--- src/rtl/core/mqlb_pkg.sv ---
// Shared types and constants for the multi-queue linked buffer.
package mqlb_pkg;

    localparam logic ACT_ENQ = 1'b0;
    localparam logic ACT_DEQ = 1'b1;

    localparam logic [1:0] STAT_OK    = 2'd0;
    localparam logic [1:0] STAT_FULL  = 2'd1;
    localparam logic [1:0] STAT_EMPTY = 2'd2;

    typedef struct packed {
        logic               action;
        logic [1:0]         queue_sel;
        logic signed [31:0] data_in;
    } mqlb_in_t;

    typedef struct packed {
        logic [1:0]         status;
        logic signed [31:0] data_out;
    } mqlb_out_t;

    typedef enum logic [1:0] {
        ST_IDLE,
        ST_FETCH,
        ST_COMMIT
    } mqlb_state_t;

    typedef struct packed {
        logic load;
        logic fetch;
        logic commit;
    } mqlb_cmd_t;

endpackage

--- src/rtl/core/multi_queue_linked_buffer_unit.sv ---
// Top level: several FIFO queues sharing one linked slot buffer.
//
//   channel   | handshake         | payload
//   ----------+-------------------+-------------------------------
//   command   | start / busy      | item   (action, queue_sel, data_in)
//   result    | done (one cycle)  | result (status, data_out)
//
// A beat is accepted, then the link and value memories are read at the free-list
// head or queue head, then it commits with at most one write to each memory; the
// result shows in the cycle after commit, when a new beat can enter.
// No clearing pass after reset: untouched slots are tracked by a high-water mark.
// The result side cannot stall; done is high for exactly one cycle per beat.
module multi_queue_linked_buffer_unit
    import mqlb_pkg::*;
#(
    parameter int SLOTS  = 16,
    parameter int QUEUES = 4
)
(
    input  logic      clk,
    input  logic      rst_n,
    input  logic      start,
    output logic      busy,
    input  mqlb_in_t  item,
    output logic      done,
    output mqlb_out_t result
);

    mqlb_cmd_t cmd;

    mqlb_ctrl u_ctrl (
        .clk   (clk),
        .rst_n (rst_n),
        .start (start),
        .busy  (busy),
        .cmd   (cmd)
    );

    mqlb_datapath #(
        .SLOTS  (SLOTS),
        .QUEUES (QUEUES)
    ) u_dp (
        .clk    (clk),
        .rst_n  (rst_n),
        .cmd    (cmd),
        .item   (item),
        .done   (done),
        .result (result)
    );

endmodule

--- src/rtl/core/mqlb_ctrl.sv ---
// Sequencer: load, fetch and commit phases of one operation.
module mqlb_ctrl
    import mqlb_pkg::*;
(
    input  logic      clk,
    input  logic      rst_n,
    input  logic      start,
    output logic      busy,
    output mqlb_cmd_t cmd
);

    mqlb_state_t state_reg;
    mqlb_state_t state_next;

    always_ff @(posedge clk or negedge rst_n)
    begin
        if (!rst_n)
        begin
            state_reg <= ST_IDLE;
        end
        else
        begin
            state_reg <= state_next;
        end
    end

    always_comb
    begin
        state_next = state_reg;
        case (state_reg)
            ST_IDLE:
            begin
                if (start)
                begin
                    state_next = ST_FETCH;
                end
            end
            ST_FETCH:  state_next = ST_COMMIT;
            ST_COMMIT: state_next = ST_IDLE;
            default:   state_next = ST_IDLE;
        endcase
    end

    always_comb
    begin
        busy       = 1'b1;
        cmd.load   = 1'b0;
        cmd.fetch  = 1'b0;
        cmd.commit = 1'b0;
        case (state_reg)
            ST_IDLE:
            begin
                busy     = 1'b0;
                cmd.load = start;
            end
            ST_FETCH:  cmd.fetch = 1'b1;
            ST_COMMIT: cmd.commit = 1'b1;
            default:   busy = 1'b1;
        endcase
    end

endmodule

--- src/rtl/core/mqlb_datapath.sv ---
// Queue pointers, free list, link and value memories, and result register.
module mqlb_datapath
    import mqlb_pkg::*;
#(
    parameter int SLOTS  = 16,
    parameter int QUEUES = 4
)
(
    input  logic      clk,
    input  logic      rst_n,
    input  mqlb_cmd_t cmd,
    input  mqlb_in_t  item,
    output logic      done,
    output mqlb_out_t result
);

    localparam int SW = $clog2(SLOTS);
    // queue_sel is two bits wide, so at most four queues are reachable
    localparam int NQ = (QUEUES < 4) ? QUEUES : 4;
    localparam int QW = (NQ > 1) ? $clog2(NQ) : 1;
    localparam logic [SW:0]   SLOTS_CNT = (SW + 1)'(SLOTS);
    localparam logic [SW-1:0] LAST_SLOT = SW'(SLOTS - 1);

    // latched operation
    logic               act_reg;
    logic [QW-1:0]      q_reg;
    logic signed [31:0] data_reg;

    // queue and free-list state
    logic [SW-1:0] head_reg [NQ];
    logic [SW-1:0] head_next [NQ];
    logic [SW-1:0] tail_reg [NQ];
    logic [SW-1:0] tail_next [NQ];
    logic [NQ-1:0] nonempty_reg;
    logic [NQ-1:0] nonempty_next;
    logic [SW-1:0] free_head_reg;
    logic [SW-1:0] free_head_next;
    logic          free_empty_reg;
    logic          free_empty_next;
    logic [SW:0]   used_reg;
    logic [SW:0]   used_next;
    // slots at or above the mark were never touched and still link to slot plus one (the last slot to slot zero)
    logic [SW:0]   mark_reg;
    logic [SW:0]   mark_next;

    // memories and their read ports
    logic [SW-1:0]      link_mem [SLOTS];
    logic signed [31:0] value_mem [SLOTS];
    logic [SW-1:0]      link_rd_reg;
    logic signed [31:0] value_rd_reg;
    logic [SW-1:0]      addr_reg;
    logic               fresh_reg;

    logic [1:0]         qs;
    logic [SW-1:0]      rd_addr;
    logic [SW-1:0]      link_val;
    logic               link_we;
    logic [SW-1:0]      link_wa;
    logic [SW-1:0]      link_wd;
    logic               value_we;
    mqlb_out_t          res_next;
    mqlb_out_t          result_reg;
    logic               done_reg;

    // fold the queue number into range
    always_comb
    begin
        qs = item.queue_sel;
        for (int k = 0; k < 3; k++)
        begin
            if (int'(qs) >= QUEUES)
            begin
                qs = qs - 2'(QUEUES);
            end
        end
    end

    always_ff @(posedge clk)
    begin
        if (cmd.load)
        begin
            act_reg  <= item.action;
            q_reg    <= QW'(qs);
            data_reg <= item.data_in;
        end
    end

    assign rd_addr = (act_reg == ACT_ENQ) ? free_head_reg : head_reg[q_reg];

    always_ff @(posedge clk)
    begin
        if (cmd.fetch)
        begin
            link_rd_reg  <= link_mem[rd_addr];
            addr_reg     <= rd_addr;
            fresh_reg    <= ({1'b0, rd_addr} >= mark_reg);
        end
        if (link_we)
        begin
            link_mem[link_wa] <= link_wd;
        end
    end

    always_ff @(posedge clk)
    begin
        if (cmd.fetch)
        begin
            value_rd_reg <= value_mem[rd_addr];
        end
        if (value_we)
        begin
            value_mem[free_head_reg] <= data_reg;
        end
    end

    assign link_val = fresh_reg ? ((addr_reg == LAST_SLOT) ? '0 : addr_reg + 1'b1)
                                : link_rd_reg;

    always_comb
    begin
        head_next       = head_reg;
        tail_next       = tail_reg;
        nonempty_next   = nonempty_reg;
        free_head_next  = free_head_reg;
        free_empty_next = free_empty_reg;
        used_next       = used_reg;
        mark_next       = mark_reg;
        link_we         = 1'b0;
        link_wa         = tail_reg[q_reg];
        link_wd         = free_head_reg;
        value_we        = 1'b0;
        res_next.status   = STAT_OK;
        res_next.data_out = '0;
        if (cmd.commit)
        begin
            if (act_reg == ACT_ENQ)
            begin
                if (free_empty_reg)
                begin
                    res_next.status = STAT_FULL;
                end
                else
                begin
                    used_next       = used_reg + 1'b1;
                    free_head_next  = link_val;
                    free_empty_next = (used_next >= SLOTS_CNT);
                    if (fresh_reg)
                    begin
                        mark_next = mark_reg + 1'b1;
                    end
                    // append after the current tail
                    link_we  = nonempty_reg[q_reg];
                    if (!nonempty_reg[q_reg])
                    begin
                        head_next[q_reg] = free_head_reg;
                    end
                    tail_next[q_reg]     = free_head_reg;
                    nonempty_next[q_reg] = 1'b1;
                    value_we             = 1'b1;
                end
            end
            else
            begin
                if (!nonempty_reg[q_reg])
                begin
                    res_next.status = STAT_EMPTY;
                end
                else
                begin
                    res_next.data_out = value_rd_reg;
                    if (addr_reg == tail_reg[q_reg])
                    begin
                        nonempty_next[q_reg] = 1'b0;
                    end
                    else
                    begin
                        head_next[q_reg] = link_val;
                    end
                    // push the slot back onto the free list
                    link_we         = 1'b1;
                    link_wa         = addr_reg;
                    free_head_next  = addr_reg;
                    free_empty_next = 1'b0;
                    if (used_reg != '0)
                    begin
                        used_next = used_reg - 1'b1;
                    end
                end
            end
        end
    end

    always_ff @(posedge clk or negedge rst_n)
    begin
        if (!rst_n)
        begin
            for (int i = 0; i < NQ; i++)
            begin
                head_reg[i] <= '0;
                tail_reg[i] <= '0;
            end
            nonempty_reg   <= '0;
            free_head_reg  <= '0;
            free_empty_reg <= 1'b0;
            used_reg       <= '0;
            mark_reg       <= '0;
            done_reg       <= 1'b0;
        end
        else
        begin
            head_reg       <= head_next;
            tail_reg       <= tail_next;
            nonempty_reg   <= nonempty_next;
            free_head_reg  <= free_head_next;
            free_empty_reg <= free_empty_next;
            used_reg       <= used_next;
            mark_reg       <= mark_next;
            done_reg       <= cmd.commit;
        end
    end

    always_ff @(posedge clk)
    begin
        if (cmd.commit)
        begin
            result_reg <= res_next;
        end
    end

    assign done   = done_reg;
    assign result = result_reg;

endmodule

--- config.mk ---
export PLATFORM = sky130hd
export DESIGN_NAME = multi_queue_linked_buffer_unit
export DESIGN_NICKNAME = d
export VERILOG_FILES = /design/src/rtl/core/mqlb_pkg.sv /design/src/rtl/core/multi_queue_linked_buffer_unit.sv /design/src/rtl/core/mqlb_ctrl.sv /design/src/rtl/core/mqlb_datapath.sv
export SDC_FILE = /design/constraint.sdc
export NUM_CORES = 1
export LEC_CHECK = 0
export BUFFER_PORTS_ARGS = -buffer_cell sky130_fd_sc_hd__buf_2
export CORE_MARGIN = 1
export CORE_UTILIZATION = 45
export DETAILED_ROUTE_END_ITERATION = 8
export PLACE_DENSITY = 0.61
export SLEW_MARGIN = 20
export SYNTH_ARGS = -nofsm -noshare
export SYNTH_HDL_FRONTEND = slang
export SYNTH_SLANG_ARGS = --single-unit
--- constraint.sdc ---
create_clock -name clk -period 5.7 [get_ports clk]
set_input_delay 0.855 -clock clk [delete_from_list [all_inputs] [get_ports clk]]
set_output_delay 0.855 -clock clk [all_outputs]
set_load 0.01 [all_outputs]
* Word level (Yosys, flattened, before mapping)
Memory sizes are Yosys's and may differ from the RTL's. A register that Yosys moved wholly into a read port is not among the register bits. Index checks and enable logic that the tools add are counted.
Storage, ports and cells: bits in registers 128, memory bits (writable) 576, input port bits 38, output and inout port bits 36, logic and storage cells 123, memories 2
Memory list:
- u_dp.value_mem | words 16, bits a word 32, read ports 1, clocked after Yosys merged registers in 1, wr ports 1, RTL line mqlb_datapath.sv:48 | logic signed [31:0] value_mem [SLOTS];
- u_dp.link_mem | words 16, bits a word 4, read ports 1, clocked after Yosys merged registers in 1, wr ports 1, RTL line mqlb_datapath.sv:47 | logic [SW-1:0] link_mem [SLOTS];
Cells by class: $add $sub $neg 4, $lt $le $gt $ge 6, equality and inequality tests 11, multiplexer cells 60, bitwise logic cells 6, reductions and logical operators 12
Operator list (count):
- 16-bit two-way mux | 5
- 4-bit two-way mux | 18
- 16-bit bitwise mux | 3
- 1-bit two-way mux | 21
- 5-bit two-way mux | 4
- 4-bit binary-select mux with 2-bit select | 2
- 4-bit AND reduction | 3
- 5-bit by 1-bit adder with 5-bit output (second input constant) | 2
- 2-bit != test (second input constant) | 5
- 4-bit demux with 2-bit select | 1
- 2-bit two-way mux | 3
- 3-bit AND reduction | 2
- 4-bit by 5-bit >= comparator with 1-bit output | 1
- 5-bit >= comparator (second input constant) | 1
- 5-bit AND reduction | 1
- 5-bit nonzero test | 1
- 5-bit by 1-bit subtractor with 5-bit output (second input constant) | 1
- 4-bit by 1-bit adder with 4-bit output (second input constant) | 1
- 4-bit AND | 1
- 4-bit equality test | 1
- 4-bit equality test (second input constant) | 1
- 2-bit by 1-bit != test with 1-bit output (second input constant) | 2
- 4-bit inverter | 1
- 4-bit bitwise OR | 1
- 14 further kinds | 17

* Logic depth before layout (Yosys ltp)
Gate-level depths: netlist of the first run.
word-level depth 9, depth in mapped cells 12, gate-level depth less buffers 8

* Hierarchy
From an unflattened synthesis of the first run, not the netlist that was laid out.
Unflattened totals: cell total of the unflattened synthesis 1883, area total of the unflattened synthesis 28920.2 µm²
Modules (own cells, without submodules):
- mqlb_datapath | times used 1, cells an instance 1874, area each 28822.6 µm², sequential area each 21901.0 µm²
- mqlb_ctrl | times used 1, cells an instance 9, area each 97.6 µm², sequential area each 50.0 µm²

* Worst setup path before layout of the first run
Ideal clock, no wire load.
path type register -> register, start point reg u_dp.act_reg, end point mem u_dp.value_mem[3][0] (enable), setup time 461 ps, data arrival time 3458 ps, required time 5239 ps, setup slack 1781 ps, stages on the path, launching flop included 5, path buffers 1, clock period less this slack 3919 ps, path through edfxtp_1 buf_2 nor3_2 nand3_1 nor3_1
On the way: word-level cells in the longest chain between the ends 4
Ends and longest elaborated chain:
- start, declared | RTL line mqlb_datapath.sv:25 | logic act_reg;
- start signal, assigned | RTL line mqlb_datapath.sv:82 | act_reg <= item.action;
- 1-bit two-way mux | RTL line mqlb_datapath.sv:136 | if (act_reg == ACT_ENQ)
- 1-bit two-way mux | RTL line mqlb_datapath.sv:134 | if (cmd.commit)
- 1-bit two-way mux | RTL line mqlb_datapath.sv:110 | if (value_we)
- 1-bit two-way mux (implied by the code) | RTL line mqlb_datapath.sv:112 | value_mem[free_head_reg] <= data_reg;
- end, declared | RTL line mqlb_datapath.sv:48
Every way passes these cells.

* Worst setup path in the final report of the first run
start point reg u_dp.q_reg[1], end point reg u_dp.fresh_reg, data pin
On the way: word-level cells in the longest chain between the ends 6
Ends and longest elaborated chain:
- start, declared | RTL line mqlb_datapath.sv:26 | logic [QW-1:0] q_reg;
- start signal, assigned | RTL line mqlb_datapath.sv:83 | q_reg <= QW'(qs);
- 2-bit inverter with 3-bit output (implied by the code) | RTL line mqlb_datapath.sv:88 | assign rd_addr = (act_reg == ACT_ENQ) ? free_head_reg : head_reg[q_reg];
- 4-bit binary-select mux with 2-bit select | RTL line mqlb_datapath.sv:88
- 4-bit two-way mux (implied by the code) (2 in a row) | RTL line mqlb_datapath.sv:88
- 4-bit two-way mux | RTL line mqlb_datapath.sv:88
- 4-bit by 5-bit >= comparator with 1-bit output | RTL line mqlb_datapath.sv:96 | fresh_reg <= ({1'b0, rd_addr} >= mark_reg);
- end signal, assigned | RTL line mqlb_datapath.sv:96
- end, declared | RTL line mqlb_datapath.sv:52 | logic fresh_reg;
Every way passes these cells. The select of a mux whose other input is x is not followed. A chain may end at the register's enable or synchronous reset.

==> metrics.csv, run 1 <==
metric,value,unit
run status,finished clean,
"Top FF cell, synth",edfxtp_1,
Ys Warns,0,
"Top cell by count, worst path",a21o_1,
Post-Syn Nets,1988,
RSZ-0062 raised after global routing,false,
Worst path max stage delay,0.76,ns
Final Cycle Share,63.44,%
Crit. path cell count,9,
Worst Setup End Kind,flip-flop,
r2r worst-path depth,9,
Worst-Skew Late Latency,0.62,ns
FP Rows,92,
largest net degree at the start of global routing,218,
most frequent cells in the layout,"686 x edfxtp_1, 347 x nand2_1, 260 x a21oi_1",
ANT nets after route,0,
Setup Total Neg Slack,0,ns
CTS resizes,0,
initial antenna violation count,2,
Final Hold Vio Count,0,
Root Driver,clkbuf_16,
Leakage,11.17,nW
Slew Limit Fails,0,
"Slowest-stage cell, CP",edfxtp_1,
DRT iter0 DRCs,1611,
first-pass GRT wire length,101400,um
worst slew pin tran,1.315,ns
CP Cell Sequence,mux4_2 > a21oi_4 > buf_12 > ha_1 > nand2b_1 > a21o_1 > a21o_1 > a21oi_1 > nor2_1,
Clock Sinks,740,
die span in x,255.7,um
CTS tree,yes,
Die H,255.7,um
hpwl dp,34260,um
CP Buf/Inv Count,1,
max reg flops,512,
# placed instances,2776,
Vias per Instance,5.664,
register bit total from synthesis,740,
CTS Buf Count,78,
syn avg cell area,14.92,sq um
family with the most delay on the worst path,flip-flops,
Hold WC Path Type,primary input to asynchronous set/reset pin,
Vias,16510,
GRT Total Usage,20.58,%
Peak VDD IR,0.0004454,V
"commonest non-fill, non-tap cell in the layout",edfxtp_1,
Yosys cell types,56,
share of layout cells above drive strength 1,14.11,%
gpl congestion,0.7806,
routed wire length,67290,um
placed instance area,30280,sq um
area of the die,65370,sq um
cell accounting for the most synthesized area,edfxtp_1,
Relative slew margins,12.33,%
"Arr. time, crit path",3.97,ns
CTS clock-pin slew for the worst setup and hold paths,0.06,ns
vias in the first global route,16300,
diodes inserted,0,
fin nets,2057,
clock period minus worst slack,3.616,ns
critical path class,flip-flop to flip-flop,
Ports,74,
"Data required, critical path",6.06,ns
H-tree Lvls,3,
"Setup violations, final",0,
Post-Layout Cell Count,2915,
asr flop ratio synth,7.297,%
drt drc,0,
hold-fix buffers at CTS,0,
nature of the critical path startpoint,flip-flop,
routed len/inst,23.08,um
ranking of synthesized cells by area,"edfxtp_1 71%, dfrtp_1 4.7%, nand2_1 4.5%, a21oi_1 4.5%, mux2i_1 2.6%",
count of port buffers added during placement,73,
DR pass1 iterations,5,
max_cap viols,0,
GRT Residual Overflow,0,
clock tree buffer depth,3,
mapped cell area,28960,sq um
Synth Instances,1941,
CP max FO,217,
initial core utilization,45.74,%
fmax,276.6,MHz
design area,32680,sq um
share of the synthesized area in the top cell type,71.13,%
Setup Skew,0.02741,ns
area grow syn2layout,12.85,%
"EDFF count, synth",686,
Power Density,444.6,nW/um^2
Placeable Area,63310,sq um
register area share after synthesis,75.80,%
WHS,0.3849,ns
post-CTS setup buffers,0,
==> cells in the mapped netlist, types with 2 or more instances <==
cell type  count
mux2i_1       76
buf_2         68
a21o_1         4
ha_1           9
or2_2          2
mux4_2         9
a21oi_1      260
nand2_1      347
nor2_1        45
o21ai_0       16
xnor2_1        7
clkbuf_1      41
buf_4          8
nor2b_1        6
a31oi_1        5
nand4_1        3
dfrtp_1       54
a31oi_4        3
nand2b_1      13
clkbuf_2       2
mux2_2        31
buf_6          3
a32oi_1       36
inv_1         15
nand3b_1       5
a21bo_1        2
nand2_2        2
and3_1        34
nand3_1       41
a221oi_1      72
xor2_1         6
edfxtp_1     686
nor3_1         7
==> where the power goes <==
part | leakage [nW] | switching (mW) | internal (mW) | total [mW]
sequential | 6.93 | 0.223 | 6.38 | 6.60
combinational | 3.06 | 2.11 | 0.992 | 3.10
clock | 1.17 | 2.04 | 2.79 | 4.83
==> worst paths after layout <==
| check | startpoint | to | slack (ns) |
|---|---|---|---|
| min in group clk | item[19] | u_dp.data_reg[19]$_DFFE_PP_ | 0.41 |
| min | rst_n | u_dp.used_reg[1]$_DFFE_PN0P_ | 0.38 |
| max | u_dp.q_reg[1]$_DFFE_PP_ | u_dp.fresh_reg$_DFFE_PN_ | 2.08 |
| min reg2reg | u_dp.mark_reg[4]$_DFFE_PN0P_ | u_dp.mark_reg[4]$_DFFE_PN0P_ | 0.48 |
| max in group asynchronous | rst_n | u_dp.mark_reg[2]$_DFFE_PN0P_ | 4.81 |
| max reg2reg | u_dp.q_reg[1]$_DFFE_PP_ | u_dp.fresh_reg$_DFFE_PN_ | 2.08 |
==> worst reg2reg max path, cell delays in order (launching register included) <==
cell and delay [ns]:
edfxtp_1 0.76, mux4_2 0.45, a21oi_4 0.20, buf_12 0.53
ha_1 0.73, nand2b_1 0.15, a21o_1 0.17, a21o_1 0.17
a21oi_1 0.16, nor2_1 0.05
==> cells by family after synthesis <==
| group | Yosys count | share of synthesized area [%] |
|---|---|---|
| flops | 740 | 75.80 |
| simple gates | 515 | 7.695 |
| compound gates | 408 | 8.853 |
| buf+inv | 139 | 2.286 |
| mux | 117 | 4.584 |
| xor+xnor | 13 | 0.3932 |
| fa+ha+maj | 9 | 0.3889 |
==> layer usage <==
layer / up-vias / global-route usage [%] / routed length [um]
met5: - / 0 / 0
met4: 0 / 5.888 / 1484
met3: 110 / 3.357 / 3535
met2: 510 / 32.99 / 32210
met1: 8390 / 29.11 / 30060
li1: 7500 / - / -
==> stage by stage <==
stage | setup slack, ns | util (%) | total power [mW]
6_report | 2.084 | 51.62 | 14.53
5_1_grt | 1.918 | 51.62 | 15.17
4_1_cts | 2.149 | 51.62 | 14.63
3_5_place_dp | 2.111 | 47.82 | 9.821
3_3_place_gp | 2.064 | 47.82 | 9.753
2_1_floorplan | 1.781 | - | 8.881
==> cell type report <==
cell class | instances | area, sq um
Fill cell | 5295 | 30630
Multi-Input combinational cell | 1062 | 6490
Inverter | 16 | 67.56
Timing Repair Buffer | 112 | 708.2
Sequential cell | 740 | 21950
Clock buffer | 92 | 2014
Tap cell | 846 | 1059
Clock inverter | 47 | 390.4
(Power assumes the default switching activity.)
==> inputs of run 2 (changes only) <==
PLACE_DENSITY = 0.63   (was 0.61)
clock period = 3.25 ns   (was 5.7 ns; I/O delays follow)
==> run 2 against run 1 <==
  * The flow now finishes with violations (hold timing)
  * Utilization rose by 1.4 points
  * Hold slack got worse by 0.39 ns
  * Sequential power rose by 76%
  * Final cell count rose by 0.96%
  * Total power rose by 84%
  * Setup slack got worse by 1.8 ns
  * Die area did not move
  * First-iteration DRC count rose by 3.8%
  * Clock power rose by 95%
  * Largest cell class unchanged
==> metrics.csv, run 2 (synthesis results as in run 1) <==
metric,value,unit,change
run status,"finished, violations left",,
failing checks,hold timing,,
worst slew pin tran,0.8892,ns,-0.4258 ns
max reg flops,512,,unchanged
FP Rows,92,,unchanged
Psw,7.816,mW,+79%
Leakage,11.55,nW,+3.5%
vias in the first global route,16860,,+3.4%
RSZ-0062 raised after global routing,false,,
clock tree buffer depth,3,,unchanged
"commonest non-fill, non-tap cell in the layout",edfxtp_1,,
Worst-Skew Late Latency,0.62,ns,about the same
count of port buffers added during placement,73,,unchanged
Setup Total Neg Slack,0,ns,unchanged
"Top cell by count, worst path",a21oi_1,,
Final Cycle Share,92.18,%,+29 points
Crit Reg-Reg Startpoint,u_dp.q_reg[0]$_DFFE_PP_,,
Clk pwr share,35.2,%,+2.0 points
Clock Sinks,740,,unchanged
routed wire length,69000,um,+2.5%
Reg2Reg Setup Slack,0.25,ns,-1.83 ns
area of the die,65370,sq um,unchanged
CTS Buf Count,78,,unchanged
Relative slew margins,40.72,%,+28 points
Peak VDD IR,0.0004163,V,-6.5%
Slew Limit Fails,0,,unchanged
fillers,5166,,-2.4%
Hold WC Path Type,primary input to asynchronous set/reset pin,,
initial antenna violation count,2,,unchanged
largest net degree at the start of global routing,129,,-41%
fmax,333.8,MHz,+21%
placed instance area,30830,sq um,+1.8%
register share of total power,43.5,%,-1.9 points
P_int,18.94,mW,+86%
die span in x,255.7,um,unchanged
CTS tree,yes,,
clock period minus worst slack,2.996,ns,-0.6200 ns
nature of the critical path startpoint,flip-flop,,
Worst path max stage delay,0.60,ns,-0.16 ns
GRT Total Usage,21.18,%,+0.60 points
logic gate share of total power,21.4,%,about the same
register area,21950,sq um,unchanged
share of layout cells above drive strength 1,15.69,%,+1.6 points
Root Driver,clkbuf_16,,
DRT iter0 DRCs,1673,,+3.8%
"Data required, critical path",3.74,ns,-2.32 ns
max_cap viols,0,,unchanged
r2r worst-path depth,7,,-2
post-CTS setup buffers,0,,unchanged
CTS clock-pin slew for the worst setup and hold paths,0.06,ns,about the same
Final Hold Vio Count,3,,+3
Vias per Instance,5.713,,+0.87%
"Setup violations, final",0,,unchanged
Setup Skew,0.01423,ns,-0.01318 ns
Worst R2R End,u_dp.value_rd_reg[30]$_DFFE_PN_,,
"Slowest-stage cell, CP",mux4_2,,
diodes inserted,0,,unchanged
initial core utilization,45.74,%,unchanged
Placeable Area,63310,sq um,unchanged
Die H,255.7,um,unchanged
design area,33570,sq um,+2.7%
Switching Fraction,29.21,%,-0.84 points
H-tree Lvls,3,,unchanged
CP max FO,120,,-45%
Vias,16810,,+1.8%
ANT nets after route,0,,unchanged
routed len/inst,23.45,um,+1.6%
"Arr. time, crit path",3.48,ns,-0.49 ns
fin nets,2081,,+1.2%
drt drc,0,,unchanged
Worst Setup End Kind,flip-flop,,
critical path class,flip-flop to flip-flop,,
hold-fix buffers at CTS,0,,unchanged
Power Density,797.2,nW/um^2,+79%
DR pass1 iterations,5,,unchanged
area occupied by multi-input gates,6515,sq um,+0.39%
GRT Residual Overflow,0,,unchanged
CTS resizes,0,,unchanged
hpwl dp,34950,um,+2.0%
WHS,-0.005585,ns,-0.3905 ns
gpl congestion,0.8222,,+5.3%
most frequent cells in the layout,"686 x edfxtp_1, 347 x nand2_1, 260 x a21oi_1",,
Final Total Pwr,26.76,mW,+84%
first-pass GRT wire length,104600,um,+3.1%
Ports,74,,unchanged
area grow syn2layout,15.91,%,
CP Cell Sequence,mux4_2 > a21oi_4 > buf_12 > a21oi_1 > a221oi_1 > a21oi_1 > nand2_1,,
[run 2: through the flow]
step / cells / setup slack (ns) / util, %
2_1_floorplan: 1941 / 0.1939 / -
3_3_place_gp: 2800 / 0.3708 / 48.70
3_5_place_dp: 2800 / 0.3200 / 48.70
4_1_cts: 2943 / 0.2709 / 53.02
5_1_grt: 2943 / 0.1225 / 53.02
6_report: 2943 / 0.2540 / 53.02
[run 2: how the worst max path moves through the flow]
stage	start	endpoint	slack, ns	cells past startpoint
floorplan	u_dp.act_reg$_DFFE_PP_	u_dp.value_mem[11][0]$_DFFE_PP_	0.19	4
global placement	u_dp.q_reg[0]$_DFFE_PP_	u_dp.value_rd_reg[30]$_DFFE_PN_	0.37	7
detailed placement	u_dp.q_reg[0]$_DFFE_PP_	u_dp.value_rd_reg[30]$_DFFE_PN_	0.32	7
CTS	u_dp.q_reg[0]$_DFFE_PP_	u_dp.value_rd_reg[30]$_DFFE_PN_	0.27	7
global route	u_dp.q_reg[0]$_DFFE_PP_	u_dp.value_rd_reg[30]$_DFFE_PN_	0.12	7
finish	u_dp.q_reg[0]$_DFFE_PP_	u_dp.value_rd_reg[30]$_DFFE_PN_	0.25	7
[run 2: metal layers]
layer	track usage (%)	routed length, um	vias to the layer above	share of wire (%)
met1	29.64	30350	8552	44
met5	0	0	-	0
met3	3.218	4297	84	6.2
li1	-	-	7569	-
met2	34.34	33050	609	48
met4	6.371	1300	0	1.9
[run 2: power by group through the flow]
stage | combinational (mW) | clock, mW | sequential, mW
2_1_floorplan | 3.93 | 0 | 11.7
3_3_place_gp | 5.59 | 0 | 11.8
3_5_place_dp | 5.70 | 0 | 11.8
4_1_cts | 5.74 | 9.58 | 11.6
5_1_grt | 6.26 | 9.95 | 11.7
6_report | 5.71 | 9.41 | 11.6
[run 2: cell type report]
type	count	area share [%]
clock buffer	98	6.385
inverter	16	0.2013
clock inverter	45	1.763
timing repair buffer	136	3.690
tap	846	3.154
sequential	740	65.40
multi-input combinational	1062	19.41
[run 2: critical path, delay by kind of cell (launching register included)]
family | cells | cell delay, ns
flip-flops | 1 | 0.57
AO/OA/AOI/OAI | 4 | 1.03
buffers and inverters | 1 | 0.49
AND/OR/NAND/NOR | 1 | 0.09
multiplexers | 1 | 0.60
==> inputs of run 3 (changes only) <==
REMOVE_ABC_BUFFERS = 1   (was default)
==> run 3 against run 2 <==
  * First-iteration DRC count is 16% lower
  * Die area stayed put
  * The flow now finishes without violations
  * Register-to-register slack better by 0.11 ns
  * Largest cell class unchanged
  * Critical path type unchanged
  * Critical endpoint is now u_dp.value_rd_reg[8]$_DFFE_PN_
==> metrics.csv, run 3 (synthesis results as in run 1) <==
metric,value,unit,change
run status,finished clean,,
Leakage,11.48,nW,-0.59%
ANT nets after route,0,,unchanged
"Setup violations, final",0,,unchanged
Root Driver,clkbuf_16,,
register share of total power,44.4,%,+0.9 points
Clk pwr share,33.1,%,-2.1 points
initial antenna violation count,0,,-2
Final Hold Vio Count,0,,-3
CTS Buf Count,75,,-3.8%
critical path class,flip-flop to flip-flop,,
fin nets,2090,,+0.43%
Slew Limit Fails,0,,unchanged
post-CTS setup buffers,0,,unchanged
area grow syn2layout,15.24,%,
clock period minus worst slack,2.886,ns,-0.1095 ns
CP max FO,95,,-21%
vias in the first global route,16590,,-1.6%
Setup Total Neg Slack,0,ns,unchanged
hold-fix buffers at CTS,1,,+1
CTS resizes,0,,unchanged
CTS tree,yes,,
Worst-Skew Late Latency,0.62,ns,about the same
diodes inserted,0,,unchanged
Power Density,780.2,nW/um^2,-2.1%
count of port buffers added during placement,73,,unchanged
P_int,18.27,mW,-3.5%
die span in x,255.7,um,unchanged
"Arr. time, crit path",3.37,ns,-0.11 ns
placed instance area,30880,sq um,+0.16%
Setup Skew,0.03214,ns,+0.01791 ns
worst slew pin tran,1.003,ns,+0.1137 ns
first-pass GRT wire length,101900,um,-2.5%
"Slowest-stage cell, CP",mux4_2,,
logic gate share of total power,22.5,%,+1.1 points
Psw,7.766,mW,-0.64%
Switching Fraction,29.82,%,+0.61 points
DR pass1 iterations,6,,+1
fmax,346.4,MHz,+3.8%
most frequent cells in the layout,"686 x edfxtp_1, 347 x nand2_1, 260 x a21oi_1",,
design area,33370,sq um,-0.57%
Relative slew margins,33.00,%,-7.7 points
Final Total Pwr,26.04,mW,-2.7%
drt drc,0,,unchanged
Final Cycle Share,88.81,%,-3.4 points
area of the die,65370,sq um,unchanged
Ports,74,,unchanged
routed len/inst,22.99,um,-1.9%
CTS clock-pin slew for the worst setup and hold paths,0.06,ns,about the same
"Data required, critical path",3.73,ns,about the same
gpl congestion,0.7869,,-4.3%
GRT Total Usage,20.66,%,-0.52 points
Vias per Instance,5.679,,-0.61%
max reg flops,512,,unchanged
nature of the critical path startpoint,flip-flop,,
Worst Setup End Kind,flip-flop,,
clock tree buffer depth,3,,unchanged
Worst path max stage delay,0.59,ns,about the same
Die H,255.7,um,unchanged
Vias,16750,,-0.40%
H-tree Lvls,3,,unchanged
share of layout cells above drive strength 1,15.64,%,-0.045 points
Placeable Area,63310,sq um,unchanged
max_cap viols,0,,unchanged
largest net degree at the start of global routing,96,,-26%
FP Rows,92,,unchanged
hpwl dp,35860,um,+2.6%
CP Cell Sequence,mux4_2 > a21oi_4 > buf_12 > a21oi_1 > a221oi_1 > a21oi_1 > nand2_1,,
Hold WC Path Type,primary input to flip-flop,,
"commonest non-fill, non-tap cell in the layout",edfxtp_1,,
initial core utilization,45.74,%,unchanged
"Core Util, Final",52.71,%,-0.30 points
DRT iter0 DRCs,1411,,-16%
Clock Sinks,740,,unchanged
Peak VDD IR,0.0004676,V,+12%
"Top cell by count, worst path",a21oi_1,,
GRT Residual Overflow,0,,unchanged
RSZ-0062 raised after global routing,false,,
routed wire length,67810,um,-1.7%
-- run 3: cell types whose count changed in the layout (fill, tap and decap cells not counted), moves of 2 or more --
| cell | previous run | this run |
|---|---|---|
| dlygate4sd3_1 | 0 | 2 |
| clkbuf_16 | 83 | 77 |
| nor3_2 | 1 | 5 |
| nor3_4 | 4 | 0 |
| bufinv_16 | 14 | 8 |
| buf_4 | 31 | 41 |
| clkbuf_1 | 14 | 19 |
-- run 3: per-layer routing --
metal  global-route usage (%)  up-vias  share of wire [%]
li1                         -     7587                  -
met4                    6.404        0                2.4
met3                    3.456      112                5.6
met1                    28.08     8496                 43
met5                        0        -                  0
met2                    34.09      551                 49
-- run 3: critical path: cells and delay by family, from the launching register on --
family	cells	cell delay (ns)
AOI/OAI and AO/OA	4	1.02
and+or+nand+nor	1	0.08
muxes	1	0.59
DFF	1	0.52
buffers and inverters	1	0.40
-- run 3: final cells by class --
| cell class | count | area (sq um) |
|---|---|---|
| fillers | 5144 | 29940 |
| flip-flops and latches | 740 | 21950 |
| multi-input cells | 1062 | 6490 |
| clock buffers | 96 | 1998 |
| repair buffers | 148 | 1334 |
| well taps | 846 | 1059 |
| clock inverters | 41 | 474.2 |
| inverters | 16 | 67.56 |
-- run 3: stage by stage --
step,setup slack (ns),cells,hold WS [ns]
final,0.3636,2949,0.03617
after global routing,0.1506,2949,0.00008688
after CTS,0.3500,2948,0.0007680
after detailed placement,0.3900,2810,0.4652
after global placement,0.4599,2810,0.4537
after floorplan,-9.883,1818,0.1919
-- run 3: worst paths after layout --
kind / slack, ns / from / endpoint / depth (start not counted)
min in group asynchronous: 0.50 / rst_n / u_dp.tail_reg[7]$_DFFE_PN0P_ / 2
worst max register to register: 0.36 / u_dp.q_reg[0]$_DFFE_PP_ / u_dp.value_rd_reg[8]$_DFFE_PN_ / 7
worst min-delay path: 0.04 / item[24] / u_dp.data_reg[24]$_DFFE_PP_ / 1
worst max-delay path: 0.36 / u_dp.q_reg[0]$_DFFE_PP_ / u_dp.value_rd_reg[8]$_DFFE_PN_ / 7
max in group asynchronous: 1.95 / rst_n / u_dp.head_reg[2]$_DFFE_PN0P_ / 3
worst min register to register: 0.48 / flip-flop / flip-flop / 1
-- run 3: power groups by stage --
stage / clock network, mW / registers, mW / logic (mW)
after floorplan: 0 / 11.7 / 3.56
after global placement: 0 / 11.7 / 5.72
after detailed placement: 0 / 11.8 / 5.85
after CTS: 8.76 / 11.6 / 5.88
after global routing: 9.10 / 11.6 / 6.41
final: 8.63 / 11.6 / 5.85
